**config.mk**
```make
export PLATFORM = sky130hd
export DESIGN_NAME = pds_div
export DESIGN_NICKNAME = d
export VERILOG_FILES = /design/src/rtl/core/pds_div.sv
export SDC_FILE = /design/constraint.sdc
export NUM_CORES = 1
export LEC_CHECK = 0
export BUFFER_PORTS_ARGS = -buffer_cell sky130_fd_sc_hd__buf_2
export CORE_ASPECT_RATIO = 1.25
export CORE_UTILIZATION = 41
export CTS_BUF_LIST = sky130_fd_sc_hd__clkbuf_8
export DETAILED_ROUTE_END_ITERATION = 16
export HOLD_SLACK_MARGIN = 0.08
export PLACE_DENSITY = 0.69
export SLEW_MARGIN = 10
export SYNTH_ARGS = -nofsm -noshare
export SYNTH_HDL_FRONTEND = slang
export SYNTH_SLANG_ARGS = --single-unit
```
**constraint.sdc**
```tcl
create_clock -name clk -period 4.31 [get_ports clk]
set_clock_uncertainty 0.2 [all_clocks]
set_input_delay 0.2155 -clock clk [delete_from_list [all_inputs] [get_ports clk]]
set_output_delay 0.2155 -clock clk [all_outputs]
set_load 0.05 [all_outputs]
```
**src/rtl/core/pds_div.sv**
```systemverilog
// Restoring divider, one quotient bit per cycle, for the achieved frequency.
// Depends on nothing.
module pds_div #(
    parameter int NUMW = 42,
    parameter int DENW = 14
) (
    input  logic            clk,
    input  logic            rst_n,
    input  logic            start,
    input  logic [NUMW-1:0] num,
    input  logic [DENW-1:0] den,
    output logic            done,
    output logic [NUMW-1:0] quo
);
    localparam int CW = $clog2(NUMW + 1);

    logic [DENW-1:0] den_reg;
    logic [DENW:0]   rem_reg;
    logic [NUMW-1:0] quo_reg;
    logic [CW-1:0]   cnt_reg;
    logic            busy_reg, done_reg;
    logic [DENW:0]   trial;
    logic            fits;

    assign trial = {rem_reg[DENW-1:0], quo_reg[NUMW-1]};
    assign fits  = trial >= {1'b0, den_reg};

    always_ff @(posedge clk or negedge rst_n)
    begin
        if (!rst_n)
        begin
            busy_reg <= 1'b0;
            done_reg <= 1'b0;
            cnt_reg  <= '0;
        end
        else
        begin
            done_reg <= 1'b0;
            if (start)
            begin
                busy_reg <= 1'b1;
                cnt_reg  <= CW'(NUMW);
            end
            else if (busy_reg)
            begin
                cnt_reg <= cnt_reg - 1'b1;
                if (cnt_reg == CW'(1))
                begin
                    busy_reg <= 1'b0;
                    done_reg <= 1'b1;
                end
            end
        end
    end

    always_ff @(posedge clk)
    begin
        if (start)
        begin
            den_reg <= den;
            rem_reg <= '0;
            quo_reg <= num;
        end
        else if (busy_reg)
        begin
            rem_reg <= fits ? (trial - {1'b0, den_reg}) : trial;
            quo_reg <= {quo_reg[NUMW-2:0], fits};
        end
    end

    assign done = done_reg;
    assign quo  = quo_reg;

endmodule

```
Word level (Yosys, flattened, before mapping):

Index checks and enable logic that the tools add are counted.
W data, S select, Z words.

* add/subtract/negate cells: 2
* $lt $le $gt $ge: 1
* equal/unequal tests: 1
* muxes and demuxes: 11
* reductions and logical operators: 1

Operators by type and width (count)
* $mux W42: 2
* $ge A15 B14 Y1: 1
* $mux W14: 1
* $sub A14 B14 Y14: 1
* $mux W6: 2
* $eq A6 B1 Y1 const B: 1
* $mux W1: 6
* $sub A6 B1 Y6 const B: 1
* $reduce_bool A2 Y1: 1

* register bits: 78
* input port bits: 59
* output and inout port bits: 43
* word-level logic and storage cells: 22

Depth between registers and ports, before layout:

Gate-level depths: netlist of run 1.

* word-level depth: 4
* depth in mapped cells: 10

Worst setup path after synthesis of run 1:

Ideal clock, no wire load.

* kind: register to register
* start point: reg quo_reg[41] (netlist: quo[41])
* end point: reg rem_reg[12]
* library setup time: 128 ps
* arrival: 2395 ps
* data required time: 3982 ps
* setup slack: 1587 ps
* stages on the path, launching flop included: 11
* period minus slack after synthesis: 2723 ps
* path through: edfxtp_1 > inv_1 > ha_1 > inv_1 > fa_1 > a21o_1 > a221oi_2 > nor3_1 > a211oi_1 > xor2_1 > o21ai_0

* cells in the longest elaborated chain, start to end: 2
* elaborated cells between the ends (all ways): 3

RTL lines
* from (decl): line 19 `logic [NUMW-1:0] quo_reg;`
* from (signal assigned): line 62 `quo_reg <= num;`
* from (signal assigned): line 67 `quo_reg <= {quo_reg[NUMW-2:0], fits};`
* $sub A14 B14 Y14 or $ge A15 B14 Y1 (tied branches): line 66, 26
* $mux W14 (*): line 66 `rem_reg <= fits ? (trial - {1'b0, den_reg}) : trial;`
* to (signal assigned): line 66
* to (decl): line 18 `logic [DENW:0] rem_reg;`

Mark *: on every way between the ends. The rest lies on a longest branch, timed or not.
A chain may end at the register's enable or synchronous reset.

Worst setup path after layout of run 1:

* start point: reg den_reg[8]
* end point: reg quo_reg[0] (netlist: quo[0]), data pin

* cells in the longest elaborated chain, start to end: 3

RTL lines
* from (decl): line 17 `logic [DENW-1:0] den_reg;`
* from (signal assigned): line 60 `den_reg <= den;`
* $ge A15 B14 Y1: line 26 `assign fits = trial >= {1'b0, den_reg};`
* $mux W42: line 64 `else if (busy_reg)`
* $mux W42: line 58 `if (start)`

Every way passes these cells. The select of a mux whose other input is x is not followed.

==> qor.txt, run 1 <==
status -> completed
Pwr Density -> 344.0 nW/um^2
number of global-route vias before repair -> 3467
Clock transition at path regs -> 80 ps
DR vias -> 3169
global placement routability congestion -> 0.9081
Final Hold Fails -> 0
Final ANT Viol Nets -> 0
Root Buffer -> clkbuf_8
Longest Clk Path Bufs -> 2
initial drt markers -> 92
pre-CTS setup slack -> 1287 ps
RSZ-0062 raised after global routing -> false
mux cell area share after synthesis -> 11.97%
Vias/cell -> 5.178
TritonCTS clock tree -> built
CTS resizes -> 0
H-Tree Depth -> 3
#FFs+latches synth -> 78
IO Port Bufs -> 101
1st-pass router iterations -> 4
Sw Pwr -> 0.5744 mW
Sequential Power Share -> 49.8%
Tmin final -> 3094 ps
Starting Density -> 42.62%
Die X -> 89.81 um
share of power burned in the clock network -> 26.3%
Post-Route WL -> 9743 um
EDFF count, synth -> 56
layout cell share with drive strength beyond 1 -> 33.13%
syn avg cell area -> 12.08 um^2
grt ovf -> 0
Relative slew margins -> 34.16%
fill count -> 801
die area -> 10040 um^2
Clock Sinks -> 78
DRC viols -> 0
core area -> 9271 um^2
Most used DFF post-synth -> edfxtp_1
GRT Util Overall -> 20.34%
Net count, final -> 561
Max VDD drop -> 0.2987 mV
period utilization -> 71.79%
Die Y -> 111.8 um
number of flip-flops in the largest register -> 42
compound-cell area share of the yosys netlist -> 9.880%
CP arrival -> 3010 ps
row count -> 39
combinational share of power -> 23.9%
Num CTS Buffers -> 9
cell area after synthesis -> 3951 um^2
number of synthesis warnings -> 0
CP Launch Type -> register
clk_lat worst skew -> 360 ps
Post-Syn Nets -> 404
Synth Area in XOR/XNOR -> 3.547%
Final WS setup -> 1216 ps
post-synthesis sequential area ratio -> 54.72%
antenna violations before repair -> 0
ys async rst share -> 10.26%
Cell variety after synth -> 51
fin. max-slew vios -> 0
Lkg Pwr -> 2.273 nW
Post-Synth Simple-Gate Area -> 10.42%
wire per inst -> 15.92 um
largest net degree at the start of global routing -> 48
IO Pins -> 102
main combinational cell family by area after synthesis -> multiplexers
Slew @ Worst Pin -> 985.5 ps
Area Overhead vs Synth -> 34.36%
Gate Count Post-Synth -> 327
first-pass GRT wire length -> 15840 um
Maximum Capacitance Violations -> 0
Sw Share -> 31.45%
DP HPWL -> 6274 um
internal power -> 1.252 mW
Setup Viol. Count Final -> 0
Worst Path Max Fanout -> 11
Worst EP required -> 4230 ps
Critical Path Sink Type -> register
Fin Setup TNS -> 0 ps
# diodes -> 0
Achievable Freq -> 323.2 MHz
Min-Delay Path Class -> in -> reg
WS Path Type -> reg -> reg
Post-Synth Adder-Cell Area -> 5.890%
## final cells by class
class	instances	area (um^2)	share of cell area [%]
sequential	78	2162	40.73
multi-input combinational	213	1648	31.04
timing repair buffer	162	1109	20.88
tap	123	153.9	2.899
clock buffer	10	137.6	2.593
inverter	20	75.07	1.414
clock inverter	6	23.77	0.4478
## kinds of logic after synthesis
logic type / after synthesis
AND/OR/NAND/NOR: 84
AO/OA/AOI/OAI: 53
adder cells (fa/ha/maj): 18
buffers and inverters: 36
flip-flops: 78
multiplexers: 42
XOR/XNOR: 16
## stage by stage
stage	hold WS (ps)	power, mW	instance area, um^2	std cells	utilization [%]
floorplan	-280.1	1.210	3951	327	-
global route	125.4	1.906	5309	612	57.26
global placement	-131.2	1.310	4567	538	49.26
CTS	110.6	1.832	5309	612	57.26
finish	108.9	1.826	5309	612	57.26
detailed placement	-124.8	1.316	4567	538	49.26
## path summary, 6_finish.rpt
path	end	cells past startpoint	slack [ps]	from
setup / recovery	quo[0]	7	1220	den_reg[8]
hold / removal	cnt_reg[0]	2	110	start
setup reg to reg	quo[0]	7	1220	den_reg[8]
hold reg to reg	rem_reg[2]	2	310	rem_reg[2]
max in group asynchronous	cnt_reg[5]	3	3000	rst_n
min in group asynchronous	done	3	630	rst_n
## worst max-delay path, stage by stage, from the launching register on
cell and delay, ps:
edfxtp_1 340, inv_1 40, ha_1 380, a21oi_1 300
o211ai_1 170, o211ai_1 800, nand2_1 300, mux2_2 330
## per-layer routing
layer	vias to the layer above	routed length (um)	GRT usage, %
met3	21	615	5.806
met5	-	0	0
met4	0	241	9.290
li1	1515	-	-
met2	123	4911	35.69
met1	1510	3975	22.82
## Yosys cell counts, drive strengths merged, types with 2 or more instances
library cell	n	share of area (%)
dfxtp	14	7.1
nand2b	6	0.95
mux2	42	12
edfxtp	56	43
clkbuf	14	1.4
o221ai	3	0.67
o31ai	2	0.38
buf	2	0.32
nand2	27	2.6
dfrtp	8	5.1
ha	17	5.4
nor2b	2	0.32
a21o	4	0.76
nor3	6	0.89
a211oi	4	0.89
o211ai	7	1.3
a21oi	8	1.0
nand4	6	0.95
nand3	8	1.0
and2	5	0.79
a41oi	2	0.44
nor2	18	1.8
xor2	8	1.8
o21a	2	0.38
o311ai	4	0.89
xnor2	8	1.8
inv	20	1.9
o21ai	8	1.0
## power by group through the flow
stage	logic, mW	registers [mW]	clock network [mW]
floorplan	0.146	1.06	0
global placement	0.388	0.922	0
detailed placement	0.393	0.924	0
CTS	0.434	0.909	0.489
global route	0.468	0.918	0.521
finish	0.437	0.910	0.480
## cell usage in the layout (no fill, tap or decap), types with 10 or more instances in the layout
cell           Yosys  layout
buf_2              1     101
ha_1              17      17
mux2_2            42      42
dfxtp_1           14      14
nor2_1            17      17
dlygate4sd3_1      0      58
nand2_1           27      27
inv_1             20      24
edfxtp_1          56      56
clkbuf_8           0      10
## repair_timing
item / 4_1_cts / 5_1_grt
hold buffers: 58 / 0
endpoints found under the setup margin: 0 / 0
endpoints found under the hold margin: 64 / 0
buffers inserted: 0 / 0
(Power assumes the default switching activity.)
==> inputs of run 2 (changes only) <==
- PLACE_DENSITY: 0.69 -> 0.72
- clock period: 4.31 -> 2.75 ns (I/O delays scaled with it)
==> run 2 against run 1 <==
  * First-iteration DRC count rose by 120%
  * Non-clock buffer count rose by 6
  * Routed wire length rose by 5.6%
  * Sequential share of layout area fell by 0.48 points
  * Cell area rose by 1.2%
  * Combinational power rose by 60%
  * Worst hold slack improved by 180 ps
  * Die area did not move
  * Power rose by 57%
  * Critical path type unchanged
  * Largest power group unchanged
  * Via count rose by 1.3%
==> qor.txt, run 2 (synthesis gave the netlist of run 1 again) <==
status -> completed (unchanged)
GRT Util Overall -> 21.39% (was 20.34%)
Max VDD drop -> 0.5317 mV (was 0.2987 mV)
grt ovf -> 0 (unchanged)
number of flip-flops in the largest register -> 42 (unchanged)
commonest cells after routing, fill and taps aside -> buf_2, dlygate4sd3_1, edfxtp_1, mux2_2, nand2_1 (unchanged)
terminus of the critical flop-to-flop path -> rem_reg[12] (was quo[0])
launch point of the worst path -> quo[41] (was den_reg[8])
DP HPWL -> 6466 um (was 6274 um)
Pwr Density -> 535.1 nW/um^2 (was 344.0 nW/um^2)
Area Overhead vs Synth -> 35.97% (was 34.36%)
pre-CTS setup slack -> 36.58 ps (was 1287 ps)
Final ANT Viol Nets -> 0 (unchanged)
Min-Delay Path Class -> in -> reg (unchanged)
DRC viols -> 0 (unchanged)
Post-Place Cell Area -> 4604 um^2 (was 4567 um^2)
period utilization -> 96.14% (was 71.79%)
r2r setup slk -> 110 ps (was 1220 ps)
first-pass GRT wire length -> 16670 um (was 15840 um)
DR vias -> 3210 (was 3169)
IO Port Bufs -> 101 (unchanged)
CP max stage delay -> 410 ps (was 800 ps)
Die X -> 89.81 um (unchanged)
Tmin final -> 2644 ps (was 3094 ps)
H-Tree Depth -> 3 (unchanged)
CP Launch Type -> register (unchanged)
IO Pins -> 102 (unchanged)
row count -> 39 (unchanged)
Final Cell Area -> 5373 um^2 (was 5309 um^2)
TritonCTS clock tree -> built (unchanged)
initial drt markers -> 205 (was 92)
Num CTS Buffers -> 9 (unchanged)
largest net degree at the start of global routing -> 42 (was 48)
Worst Path Max Fanout -> 4 (was 11)
worst-path cell chain -> inv_1 > ha_1 > inv_1 > fa_1 > a21o_1 > a221oi_4 > nor3_1 > a211oi_2 > xor2_1 > o21ai_0 (was inv_1 > ha_1 > a21oi_1 > o211ai_1 > o211ai_1 > nand2_1 > mux2_2)
WS Path Type -> reg -> reg (unchanged)
layout cell share with drive strength beyond 1 -> 33.94% (was 33.13%)
Achievable Freq -> 378.2 MHz (was 323.2 MHz)
Final WS setup -> 106.1 ps (was 1216 ps)
die area -> 10040 um^2 (unchanged)
Starting Density -> 42.62% (unchanged)
# diodes -> 0 (unchanged)
clk_lat worst skew -> 360 ps (about the same)
fill count -> 742 (was 801)
Setup Viol. Count Final -> 0 (unchanged)
Clock transition at path regs -> 80 ps (about the same)
Longest Clk Path Bufs -> 2 (unchanged)
Critical Path Sink Type -> register (unchanged)
Slew @ Worst Pin -> 732.5 ps (was 985.5 ps)
Lkg Pwr -> 2.299 nW (was 2.273 nW)
Root Buffer -> clkbuf_8 (unchanged)
fin. max-slew vios -> 0 (unchanged)
Worst Reg-to-Reg Cells -> 10 (was 7)
Post-Route WL -> 10290 um (was 9743 um)
RR Startpoint -> quo[41] (was den_reg[8])
1st-pass router iterations -> 4 (unchanged)
Relative slew margins -> 50.99% (was 34.16%)
Clock Sinks -> 78 (unchanged)
RSZ-0062 raised after global routing -> false (unchanged)
global placement routability congestion -> 0.8745 (was 0.9081)
critical path's slowest cell -> edfxtp_1 (was o211ai_1)
setup bufs post-CTS -> 0 (unchanged)
antenna violations before repair -> 0 (unchanged)
Fin Setup TNS -> 0 ps (unchanged)
wire per inst -> 16.65 um (was 15.92 um)
number of global-route vias before repair -> 3439 (was 3467)
CP dominant cell by count -> inv_1 (was o211ai_1)
core area -> 9271 um^2 (unchanged)
CP top delay family -> compound AO/OA/AOI/OAI gates (unchanged)
commonest non-fill, non-tap cell in the layout -> buf_2 (unchanged)
critical path depth -> 10 (was 7)
Worst Setup EP -> rem_reg[12] (was quo[0])
CP arrival -> 2670 ps (was 3010 ps)
CP bufs+invs -> 2 (was 1)
Net count, final -> 567 (was 561)
Maximum Capacitance Violations -> 0 (unchanged)
Vias/cell -> 5.194 (was 5.178)
Worst EP required -> 2770 ps (was 4230 ps)
Final Hold Fails -> 0 (unchanged)
Die Y -> 111.8 um (unchanged)
[run 2: worst min path at each step]
stage | start | endpoint | slack [ps] | cells past startpoint
6_report | den[11] | den_reg[11] | 290 | 2
4_1_cts | den[11] | den_reg[11] | 280 | 2
5_1_grt | den[11] | den_reg[11] | 280 | 2
2_1_floorplan | rst_n | busy_reg | -360 | 0
3_3_place_gp | rst_n | done | -210 | 1
3_5_place_dp | rst_n | done | -210 | 1
[run 2: repair_timing]
action | in CTS | in global routing
hold buffers | 59 | 0
resized for setup | 1 | 1
endpoints found under the hold margin | 68 | 0
setup endpoints to repair | 1 | 1
[run 2: power by group]
group          total [mW]  internal (mW)  switching, mW
Combinational       0.699          0.263          0.435
Clock               0.746          0.335          0.410
Sequential           1.43           1.37         0.0616
[run 2: stage by stage]
stage	util [%]	hold WS, ps	cells	power [mW]
after global placement	49.66	-214.8	543	2.055
after floorplan	-	-358.1	327	1.896
after detailed placement	49.66	-208.3	543	2.064
final	57.95	287.5	618	2.875
after CTS	57.89	275.8	618	2.866
after global routing	57.95	283.6	618	2.983
[run 2: area by class of cell]
type                            count  area, um^2  area share [%]
Sequential cell                    78        2162           40.24
Clock inverter                      6       23.77          0.4425
Multi-Input combinational cell    213        1664           30.97
Tap cell                          123       153.9           2.864
Timing Repair Buffer              168        1156           21.52
Clock buffer                       10       137.6           2.562
Inverter                           20       75.07           1.397
[run 2: metal layers]
| layer | wire, um | vias up | track usage (%) |
|---|---|---|---|
| met5 | 0 | - | 0 |
| met4 | 187 | 0 | 10.27 |
| li1 | - | 1533 | - |
| met3 | 680 | 15 | 6.079 |
| met2 | 5271 | 119 | 37.59 |
| met1 | 4150 | 1543 | 23.77 |
