<file path="config.mk">
export PLATFORM = sky130hd
export DESIGN_NAME = pds_eval
export DESIGN_NICKNAME = d
export VERILOG_FILES = /design/src/rtl/core/pds_pkg.sv /design/src/rtl/core/pds_eval.sv
export SDC_FILE = /design/constraint.sdc
export NUM_CORES = 2
export LEC_CHECK = 0
export BUFFER_PORTS_ARGS = -buffer_cell sky130_fd_sc_hd__buf_2
export CORE_UTILIZATION = 65
export DETAILED_ROUTE_END_ITERATION = 16
export GPL_ROUTABILITY_DRIVEN = 0
export PLACE_DENSITY = 0.79
export SETUP_SLACK_MARGIN = 0.4
export SLEW_MARGIN = 20
export SYNTH_ARGS = -nofsm -noshare
export SYNTH_HDL_FRONTEND = slang
export SYNTH_SLANG_ARGS = --single-unit
</file>
<file path="constraint.sdc">
create_clock -name clk -period 30.6 [get_ports clk]
set_clock_uncertainty 0.1 [all_clocks]
set_input_delay 1.53 -clock clk [delete_from_list [all_inputs] [get_ports clk]]
set_output_delay 1.53 -clock clk [all_outputs]
set_load 0.005 [all_outputs]
</file>
<file path="src/rtl/core/pds_pkg.sv">
// Shared types and constants of the PLL divider search.
// Used by pds_eval and pll_divider_search; depends on nothing.
package pds_pkg;

    localparam int REF_W = 30;
    localparam int TGT_W = 32;
    localparam int OUT_W = 176;

    localparam logic [63:0] PFD_MIN = 64'd5000000;
    localparam logic [63:0] PFD_MAX = 64'd200000000;
    localparam logic [63:0] VCO_MIN = 64'd1800000000;
    localparam logic [63:0] VCO_MAX = 64'd3800000000;
    localparam logic [29:0] REF_MIN = 30'd5000000;
    localparam logic [29:0] REF_MAX = 30'd900000000;
    localparam logic [31:0] TGT_MIN = 32'd47368000;
    localparam logic [31:0] TGT_MAX = 32'd3800000000;
    localparam logic [29:0] REF_RESET = 30'd100000000;

    localparam logic [27:0] R0_BASE = 28'h4000000;
    localparam logic [27:0] R1_BASE = 28'hC400200;
    localparam logic [27:0] R3_BASE = 28'h2000FBA;
    localparam logic [27:0] R5_BASE = 28'h0000A00;

    // Status reported by the evaluation pipeline to the sequencer.
    typedef struct packed {
        logic done;
        logic busy;
    } eval_stat_t;

    function automatic logic [2:0] band_code(input logic [29:0] f);
        logic [2:0] code;
        if (f < 30'd64000000)       code = 3'd0;
        else if (f < 30'd128000000) code = 3'd1;
        else if (f < 30'd256000000) code = 3'd2;
        else if (f < 30'd512000000) code = 3'd3;
        else                        code = 3'd4;
        return code;
    endfunction

endpackage

</file>
<file path="src/rtl/core/pds_eval.sv">
// Candidate evaluation pipeline: three register stages, then the best-error commit.
// Depends on pds_pkg.
module pds_eval #(
    parameter int RW  = 8,
    parameter int NW  = 12,
    parameter int DW  = 6
) (
    input  logic                  clk,
    input  logic                  rst_n,
    input  logic                  start,
    input  logic [31:0]           target,
    input  logic                  cand_valid,
    input  logic [RW-1:0]         cand_r,
    input  logic [NW-1:0]         cand_n,
    input  logic [DW-1:0]         cand_d,
    input  logic [30+NW-1:0]      cand_fn,
    output pds_pkg::eval_stat_t   stat,
    output logic [RW-1:0]         best_r,
    output logic [NW-1:0]         best_n,
    output logic [DW-1:0]         best_d
);
    localparam int FNW  = 30 + NW;
    localparam int DENW = RW + DW;
    localparam int TRW  = 32 + DENW;
    localparam int EW   = (FNW > TRW) ? FNW : TRW;
    localparam int PRW  = EW + DENW;

    logic            v1_reg, v2_reg, v3_reg;
    logic [RW-1:0]   r1_reg, r2_reg, r3_reg;
    logic [NW-1:0]   n1_reg, n2_reg, n3_reg;
    logic [DW-1:0]   d1_reg, d2_reg, d3_reg;
    logic [FNW-1:0]  fn1_reg, fn2_reg;
    logic [DENW-1:0] den1_reg, den2_reg, den3_reg;
    logic [TRW-1:0]  tr2_reg;
    logic [EW-1:0]   num3_reg;
    logic [EW-1:0]   knum_reg, knum_next;
    logic [DENW-1:0] kden_reg, kden_next;
    logic [RW-1:0]   br_reg;
    logic [NW-1:0]   bn_reg;
    logic [DW-1:0]   bd_reg;
    logic            done_reg;
    logic [PRW-1:0]  lhs, rhs;
    logic            better;
    logic [EW-1:0]   fn_x, tr_x;

    assign fn_x = EW'(fn2_reg);
    assign tr_x = EW'(tr2_reg);

    // The error of a candidate is num/den; cross-multiply against the kept one.
    assign lhs       = PRW'(num3_reg) * PRW'(kden_reg);
    assign rhs       = PRW'(knum_reg) * PRW'(den3_reg);
    assign better    = lhs < rhs;
    assign knum_next = better ? num3_reg : knum_reg;
    assign kden_next = better ? den3_reg : kden_reg;

    always_ff @(posedge clk or negedge rst_n)
    begin
        if (!rst_n)
        begin
            v1_reg   <= 1'b0;
            v2_reg   <= 1'b0;
            v3_reg   <= 1'b0;
            done_reg <= 1'b0;
            br_reg   <= '0;
            bn_reg   <= '0;
            bd_reg   <= '0;
            knum_reg <= '0;
            kden_reg <= '0;
        end
        else if (start)
        begin
            v1_reg   <= 1'b0;
            v2_reg   <= 1'b0;
            v3_reg   <= 1'b0;
            done_reg <= 1'b0;
            br_reg   <= '0;
            bn_reg   <= '0;
            bd_reg   <= '0;
            knum_reg <= EW'(target);
            kden_reg <= DENW'(1);
        end
        else
        begin
            v1_reg <= cand_valid;
            v2_reg <= v1_reg;
            v3_reg <= v2_reg;
            if (v3_reg && !done_reg)
            begin
                knum_reg <= knum_next;
                kden_reg <= kden_next;
                if (better)
                begin
                    br_reg <= r3_reg;
                    bn_reg <= n3_reg;
                    bd_reg <= d3_reg;
                end
                done_reg <= knum_next < EW'(kden_next);
            end
        end
    end

    always_ff @(posedge clk)
    begin
        r1_reg   <= cand_r;
        n1_reg   <= cand_n;
        d1_reg   <= cand_d;
        fn1_reg  <= cand_fn;
        den1_reg <= DENW'(cand_r) * DENW'(cand_d);
        r2_reg   <= r1_reg;
        n2_reg   <= n1_reg;
        d2_reg   <= d1_reg;
        fn2_reg  <= fn1_reg;
        den2_reg <= den1_reg;
        tr2_reg  <= TRW'(target) * TRW'(den1_reg);
        r3_reg   <= r2_reg;
        n3_reg   <= n2_reg;
        d3_reg   <= d2_reg;
        den3_reg <= den2_reg;
        num3_reg <= (fn_x >= tr_x) ? (fn_x - tr_x) : (tr_x - fn_x);
    end

    assign stat.done = done_reg;
    assign stat.busy = v1_reg | v2_reg | v3_reg;
    assign best_r    = br_reg;
    assign best_n    = bn_reg;
    assign best_d    = bd_reg;

endmodule

</file>
Word level (Yosys, flattened, before mapping)
Cells that the tools add are included.
- input port bits: 104
- word-level logic and storage cells: 62
- flip-flop bits (word level): 386
- add/sub/neg operators: 2
- bitwise operators: 2
- reductions and logical operators: 5
- $mul: 4
- muxes and demuxes: 21
- $lt $le $gt $ge: 3
- operators with widths (cell ; count):
    46-bit 2-to-1 mux ; 4
    46-bit by 14-bit multiplier with 60-bit output ; 2
    60-bit < comparator ; 1
    42-bit by 46-bit >= comparator with 1-bit output ; 1
    46-bit by 14-bit < comparator with 1-bit output ; 1
    32-bit by 14-bit multiplier with 46-bit output ; 1
    42-bit by 46-bit subtractor with 46-bit output ; 1
    46-bit by 42-bit subtractor with 46-bit output ; 1
    14-bit 2-to-1 mux ; 3
    12-bit 2-to-1 mux ; 3
    8-bit 2-to-1 mux ; 3
    6-bit 2-to-1 mux ; 3
    8-bit by 6-bit multiplier with 14-bit output ; 1
    1-bit 2-to-1 mux ; 5
    2-bit nonzero test ; 2
    1-bit bitwise OR ; 2
    2-bit AND reduction ; 1
    1-bit logical AND ; 1
    1-bit logical NOT ; 1

Longest topological paths before layout
- depth after elaboration: 6
- gate-level depth with buffers: 46

Worst setup path after synthesis
OpenSTA, ideal clock, no wires.
- path kind: register to register
- start: reg den3_reg[5]
- end: reg done_reg
- stages on the path, launching flop included: 44
- setup slack: 20.372 ns
- clock period less this slack: 10.228 ns
- arrival: 10.046 ns
- cell sequence: dfxtp_1 > clkbuf_1 > clkbuf_1 > nand2_1 > fa_1 > fa_1 > inv_1 > fa_1 > fa_1 > fa_1 > inv_1 > fa_1 > inv_1 > ha_1 > clkbuf_1 > and3_1 > a41o_1 > a221oi_1 > (+8 left out) > a21o_1 > a21oi_1 > o21ai_0 > a2111oi_0 > a31oi_1 > a31oi_1 > clkbuf_1 > buf_2 > mux2i_1 > ha_1 > a21oi_1 > nor2b_1 > o21ai_0 > nand3b_1 > nor4_1 > a21oi_1 > a211o_1 > o21ai_0
- longest elaborated chain between the ends: 6
- elaborated cells on any way between the ends: 7
- RTL lines (what ; RTL line ; source):
    start, declared ; pds_eval.sv:33 ; logic [DENW-1:0] den1_reg, den2_reg, den3_reg;
    start signal, assigned ; pds_eval.sv:118 ; den3_reg <= den2_reg;
    46-bit by 14-bit multiplier with 60-bit output ; pds_eval.sv:51 ; assign rhs = PRW'(knum_reg) * PRW'(den3_reg);
    60-bit < comparator ; pds_eval.sv:52 ; assign better = lhs < rhs;
    46-bit 2-to-1 mux / 14-bit 2-to-1 mux (equally long branches) ; pds_eval.sv:53, pds_eval.sv:54 ;
    46-bit by 14-bit < comparator with 1-bit output * ; pds_eval.sv:97 ; done_reg <= knum_next < EW'(kden_next);
    1-bit 2-to-1 mux * ; pds_eval.sv:87 ; if (v3_reg && !done_reg)
    1-bit 2-to-1 mux * ; pds_eval.sv:70 ; else if (start)
    end signal, assigned ; pds_eval.sv:97 ;
    end, declared ; pds_eval.sv:41 ; logic done_reg;
Every way passes the cells marked *; elsewhere a longest branch is shown, timed or not. The select of a mux whose other input is x is not followed.
A chain may end at the register's enable or synchronous reset.

Worst setup path after layout
- start: reg kden_reg[4]
- end: reg done_reg
- longest elaborated chain between the ends: 6
- elaborated cells on any way between the ends: 7
- RTL lines (what ; RTL line ; source):
    start, declared ; pds_eval.sv:37 ; logic [DENW-1:0] kden_reg, kden_next;
    start signal, assigned ; pds_eval.sv:90 ; kden_reg <= kden_next;
    46-bit by 14-bit multiplier with 60-bit output ; pds_eval.sv:50 ; assign lhs = PRW'(num3_reg) * PRW'(kden_reg);
    60-bit < comparator ; pds_eval.sv:52 ;
    46-bit 2-to-1 mux / 14-bit 2-to-1 mux (equally long branches) ; pds_eval.sv:53, pds_eval.sv:54 ;
    46-bit by 14-bit < comparator with 1-bit output * ; pds_eval.sv:97 ;
    1-bit 2-to-1 mux * ; pds_eval.sv:87 ;
    1-bit 2-to-1 mux * ; pds_eval.sv:70 ;
Marked as above.

==> impl_metrics.xml <==
<?xml version="1.0" encoding="UTF-8"?>
<metrics>
  <group name="outcome">
    <metric name="run_status" unit="">complete, no violations</metric>
  </group>
  <group name="clock_tree">
    <metric name="cts.root.buffer_cell" unit="">sky130_fd_sc_hd__clkbuf_16</metric>
    <metric name="cts-htree-levels" unit="">2</metric>
    <metric name="worstSkewPairLatency" unit="ns">0.63</metric>
    <metric name="cts-resized-gates" unit="">0</metric>
    <metric name="cts_made_buffers" unit="">43</metric>
    <metric name="cts.reportedPaths.clkPinSlew" unit="ns">0.06</metric>
    <metric name="tritoncts_clock_tree" unit="">built</metric>
    <metric name="clock_sinks" unit="">386</metric>
    <metric name="hold_fix_buffers_cts" unit="">0</metric>
    <metric name="postCtsSetupBuffers" unit="">0</metric>
    <metric name="clock_tree.buffer_depth" unit="">3</metric>
  </group>
  <group name="flow_run">
    <metric name="maxCapViolations" unit="">0</metric>
  </group>
  <group name="logic_synthesis">
    <metric name="most_numerous_cell_in_the_yosys_netlist" unit="">sky130_fd_sc_hd__inv_1</metric>
    <metric name="number_of_synthesized_flops_with_an_enable_pin" unit="">0</metric>
    <metric name="synth.top_cell.area_share" unit="">0.402</metric>
    <metric name="synth.net_count" unit="">10100</metric>
    <metric name="netlist_instances" unit="">8045</metric>
    <metric name="seq_area_frac_synth" unit="">0.115</metric>
    <metric name="synthTopCellsByArea" unit="">sky130_fd_sc_hd__fa_1, sky130_fd_sc_hd__ha_1, sky130_fd_sc_hd__dfxtp_1, sky130_fd_sc_hd__inv_1, sky130_fd_sc_hd__nand2_1</metric>
    <metric name="synthArstFlopShare" unit="">0.233</metric>
    <metric name="yosys_warnings" unit="">0</metric>
    <metric name="cell_taking_the_most_area_after_synthesis" unit="">sky130_fd_sc_hd__fa_1</metric>
    <metric name="synth_area" unit="um^2">71400</metric>
    <metric name="predominant_post_synthesis_flop_cell" unit="">sky130_fd_sc_hd__dfxtp_1</metric>
    <metric name="synth_seq_cells" unit="">386</metric>
    <metric name="synthDistinctLibCells" unit="">77</metric>
    <metric name="synth_common_cells" unit="">sky130_fd_sc_hd__inv_1, sky130_fd_sc_hd__fa_1, sky130_fd_sc_hd__nand2_1</metric>
    <metric name="post_synth.cell_area_avg" unit="um^2">8.87</metric>
  </group>
  <group name="global_route">
    <metric name="grt_overflow_total" unit="">0</metric>
    <metric name="grt_pass1_wl" unit="um">320000</metric>
    <metric name="grt.total_usage" unit="">0.368</metric>
    <metric name="number_of_global_route_vias_before_repair" unit="">60100</metric>
    <metric name="pin_count_of_the_biggest_net_entering_global_routing" unit="">94</metric>
    <metric name="grt_antenna_before_repair" unit="">14</metric>
  </group>
  <group name="placement">
    <metric name="hpwlAfterDp" unit="um">147000</metric>
    <metric name="io_buffer_count" unit="">131</metric>
    <metric name="placed_cell_area" unit="um^2">72800</metric>
  </group>
  <group name="sta">
    <metric name="max-slew-margin-rel" unit="">0.191</metric>
    <metric name="grt_setup_unrepaired" unit="">false</metric>
    <metric name="worstMarginPinSlew" unit="ns">1.21</metric>
    <metric name="min_period" unit="ns">11.51</metric>
    <metric name="report.final.setup_viol" unit="">0</metric>
    <metric name="tns" unit="ns">0</metric>
    <metric name="slew_violations" unit="">0</metric>
    <metric name="clock.fmax" unit="MHz">86.9</metric>
    <metric name="timing.final.hold_violations" unit="">0</metric>
    <metric name="fin_crit_sh" unit="">0.376</metric>
  </group>
  <group name="floorplanning">
    <metric name="floorplan.initialDensity" unit="">0.656</metric>
    <metric name="die_height" unit="um">333</metric>
    <metric name="rows" unit="">121</metric>
    <metric name="floorplan.io_pins" unit="">132</metric>
    <metric name="coreArea" unit="um^2">109000</metric>
    <metric name="die_w" unit="um">333</metric>
    <metric name="dieArea" unit="um^2">111000</metric>
  </group>
  <group name="final_layout">
    <metric name="layout.area.seq" unit="um^2">8180</metric>
    <metric name="design_area" unit="um^2">74300</metric>
    <metric name="fillers" unit="">8423</metric>
    <metric name="layout-drive-gt1-share" unit="">0.0413</metric>
    <metric name="design.final.nets" unit="">9957</metric>
    <metric name="multi_input_area" unit="um^2">56200</metric>
    <metric name="syn_to_final_growth" unit="%">4.18</metric>
  </group>
  <group name="detailed_routing">
    <metric name="drtIter0Drc" unit="">5142</metric>
    <metric name="detail-route-antenna-nets" unit="">0</metric>
    <metric name="drt_first_pass_iters" unit="">8</metric>
    <metric name="detail_route.drc_violations" unit="">0</metric>
    <metric name="num_vias" unit="">56800</metric>
    <metric name="viasPerCell" unit="">6.08</metric>
    <metric name="wire_per_inst" unit="um">21.2</metric>
    <metric name="wirelength_routed" unit="um">198000</metric>
  </group>
  <group name="hold_path">
    <metric name="min-delay-path-class" unit="">reg2reg</metric>
    <metric name="critical_hold_path_startpoint" unit="">fn1_reg[7]</metric>
  </group>
  <group name="worst_setup_path">
    <metric name="crit_arrival" unit="ns">11.93</metric>
    <metric name="reg2reg_setup_slack" unit="ns">19.09</metric>
    <metric name="crit_required" unit="ns">31.02</metric>
    <metric name="criticalPathCategory" unit="">reg2reg</metric>
    <metric name="cpMostUsedCell" unit="">sky130_fd_sc_hd__fa_1</metric>
    <metric name="critical_path.slowest_cell" unit="">sky130_fd_sc_hd__dfrtp_1</metric>
    <metric name="cp-start-kind" unit="">register</metric>
    <metric name="cp-end-kind" unit="">register</metric>
    <metric name="startpoint" unit="">kden_reg[4]</metric>
    <metric name="worst_r2r_startpoint" unit="">kden_reg[4]</metric>
    <metric name="max_stage_delay" unit="ns">0.61</metric>
    <metric name="crit_fanout" unit="">38</metric>
  </group>
</metrics>
-- critical path, delay by kind of cell (launching register included) --
kind	cells	cell delay, ns
compound gates	17	4.28
buf+inv	6	0.97
mux	1	0.36
fa+ha+maj	9	3.58
flops	1	0.61
simple gates	7	1.32
xor+xnor	1	0.13
-- cells by family (layout without fill, tap and decap cells) --
| logic type | count (synthesis) | in the layout | share of synthesized area |
|---|---|---|---|
| AO/OA/AOI/OAI | 990 | 990 | 0.0862 |
| AND/OR/NAND/NOR | 2555 | 2555 | 0.168 |
| flip-flops | 386 | 386 | 0.115 |
| buffers and inverters | 1862 | 1735 | 0.0989 |
| multiplexers | 83 | 83 | 0.0119 |
| other | 0 | 10 | 0 |
| adder cells (fa/ha/maj) | 1970 | 1970 | 0.496 |
| XOR/XNOR | 199 | 199 | 0.0244 |
-- cell usage in the layout, fill, tap and decap left out, types with 11 or more instances in the layout --
cell                        synthesis  routed
sky130_fd_sc_hd__mux2i_1           67      67
sky130_fd_sc_hd__xnor2_1          131     131
sky130_fd_sc_hd__nand2b_1          34      34
sky130_fd_sc_hd__dfrtp_1           90      90
sky130_fd_sc_hd__xor2_1            68      68
sky130_fd_sc_hd__a21boi_0          13      13
sky130_fd_sc_hd__o31ai_1           11      11
sky130_fd_sc_hd__and3_1            17      17
sky130_fd_sc_hd__dfxtp_1          296     292
sky130_fd_sc_hd__o211ai_1          19      19
sky130_fd_sc_hd__a211oi_1          34      34
sky130_fd_sc_hd__nand2_1         1404    1403
sky130_fd_sc_hd__a21o_1           154     154
sky130_fd_sc_hd__and2_1           665     665
sky130_fd_sc_hd__ha_1             536     536
sky130_fd_sc_hd__nand4_1           62      62
sky130_fd_sc_hd__clkbuf_16          0      44
sky130_fd_sc_hd__nor4_1            28      28
sky130_fd_sc_hd__a21oi_1          343     343
sky130_fd_sc_hd__o21a_1            30      30
sky130_fd_sc_hd__buf_4             10      75
sky130_fd_sc_hd__nor2_1           177     177
sky130_fd_sc_hd__a31oi_1           28      27
sky130_fd_sc_hd__fa_1            1434    1434
sky130_fd_sc_hd__nand3_1           50      50
sky130_fd_sc_hd__inv_1           1450    1450
sky130_fd_sc_hd__o21ai_0          213     213
sky130_fd_sc_hd__buf_2              8     129
sky130_fd_sc_hd__o21bai_1          56      56
sky130_fd_sc_hd__nor3_1            40      40
sky130_fd_sc_hd__nor2b_1           35      34
sky130_fd_sc_hd__mux2_2            16      16
-- cell type report --
class / instances / share of cell area
Multi-Input combinational cell: 5797 / 0.755
Antenna cell: 10 / 0.000337
Timing Repair Buffer: 205 / 0.0166
Clock inverter: 24 / 0.00458
Tap cell: 1414 / 0.0238
Clock buffer: 56 / 0.0161
Inverter: 1450 / 0.0732
Sequential cell: 386 / 0.110
-- final timing paths --
check | end | cells after the start
max | done_reg | 41
min | fn2_reg[7] | 0
max reg2reg | done_reg | 41
min reg2reg | fn2_reg[7] | 0
max in group asynchronous | kden_reg[8] | 2
min in group asynchronous | best_d[4] | 1
-- through the flow --
step | utilization | hold WS [ns] | setup slack, ns | std cells
after global placement | 0.668 | 0.210 | 19.25 | 9251
after floorplan | - | 0.210 | 20.37 | 8045
after detailed placement | 0.668 | 0.212 | 18.94 | 9251
after CTS | 0.683 | 0.223 | 18.91 | 9331
final | 0.683 | 0.219 | 19.09 | 9342
after global routing | 0.683 | 0.227 | 18.36 | 9332
-- per-layer routing --
metal / vias to the layer above / global-route usage / share of wire
met1: 28300 / 0.461 / 0.36
met5: - / 0 / 0.00047
met2: 3438 / 0.588 / 0.46
met4: 14 / 0.202 / 0.063
li1: 24300 / - / -
met3: 867 / 0.0876 / 0.12
Power is not shown: default switching activity piles up to over one toggle a cycle in this logic, so the estimate is an artifact.
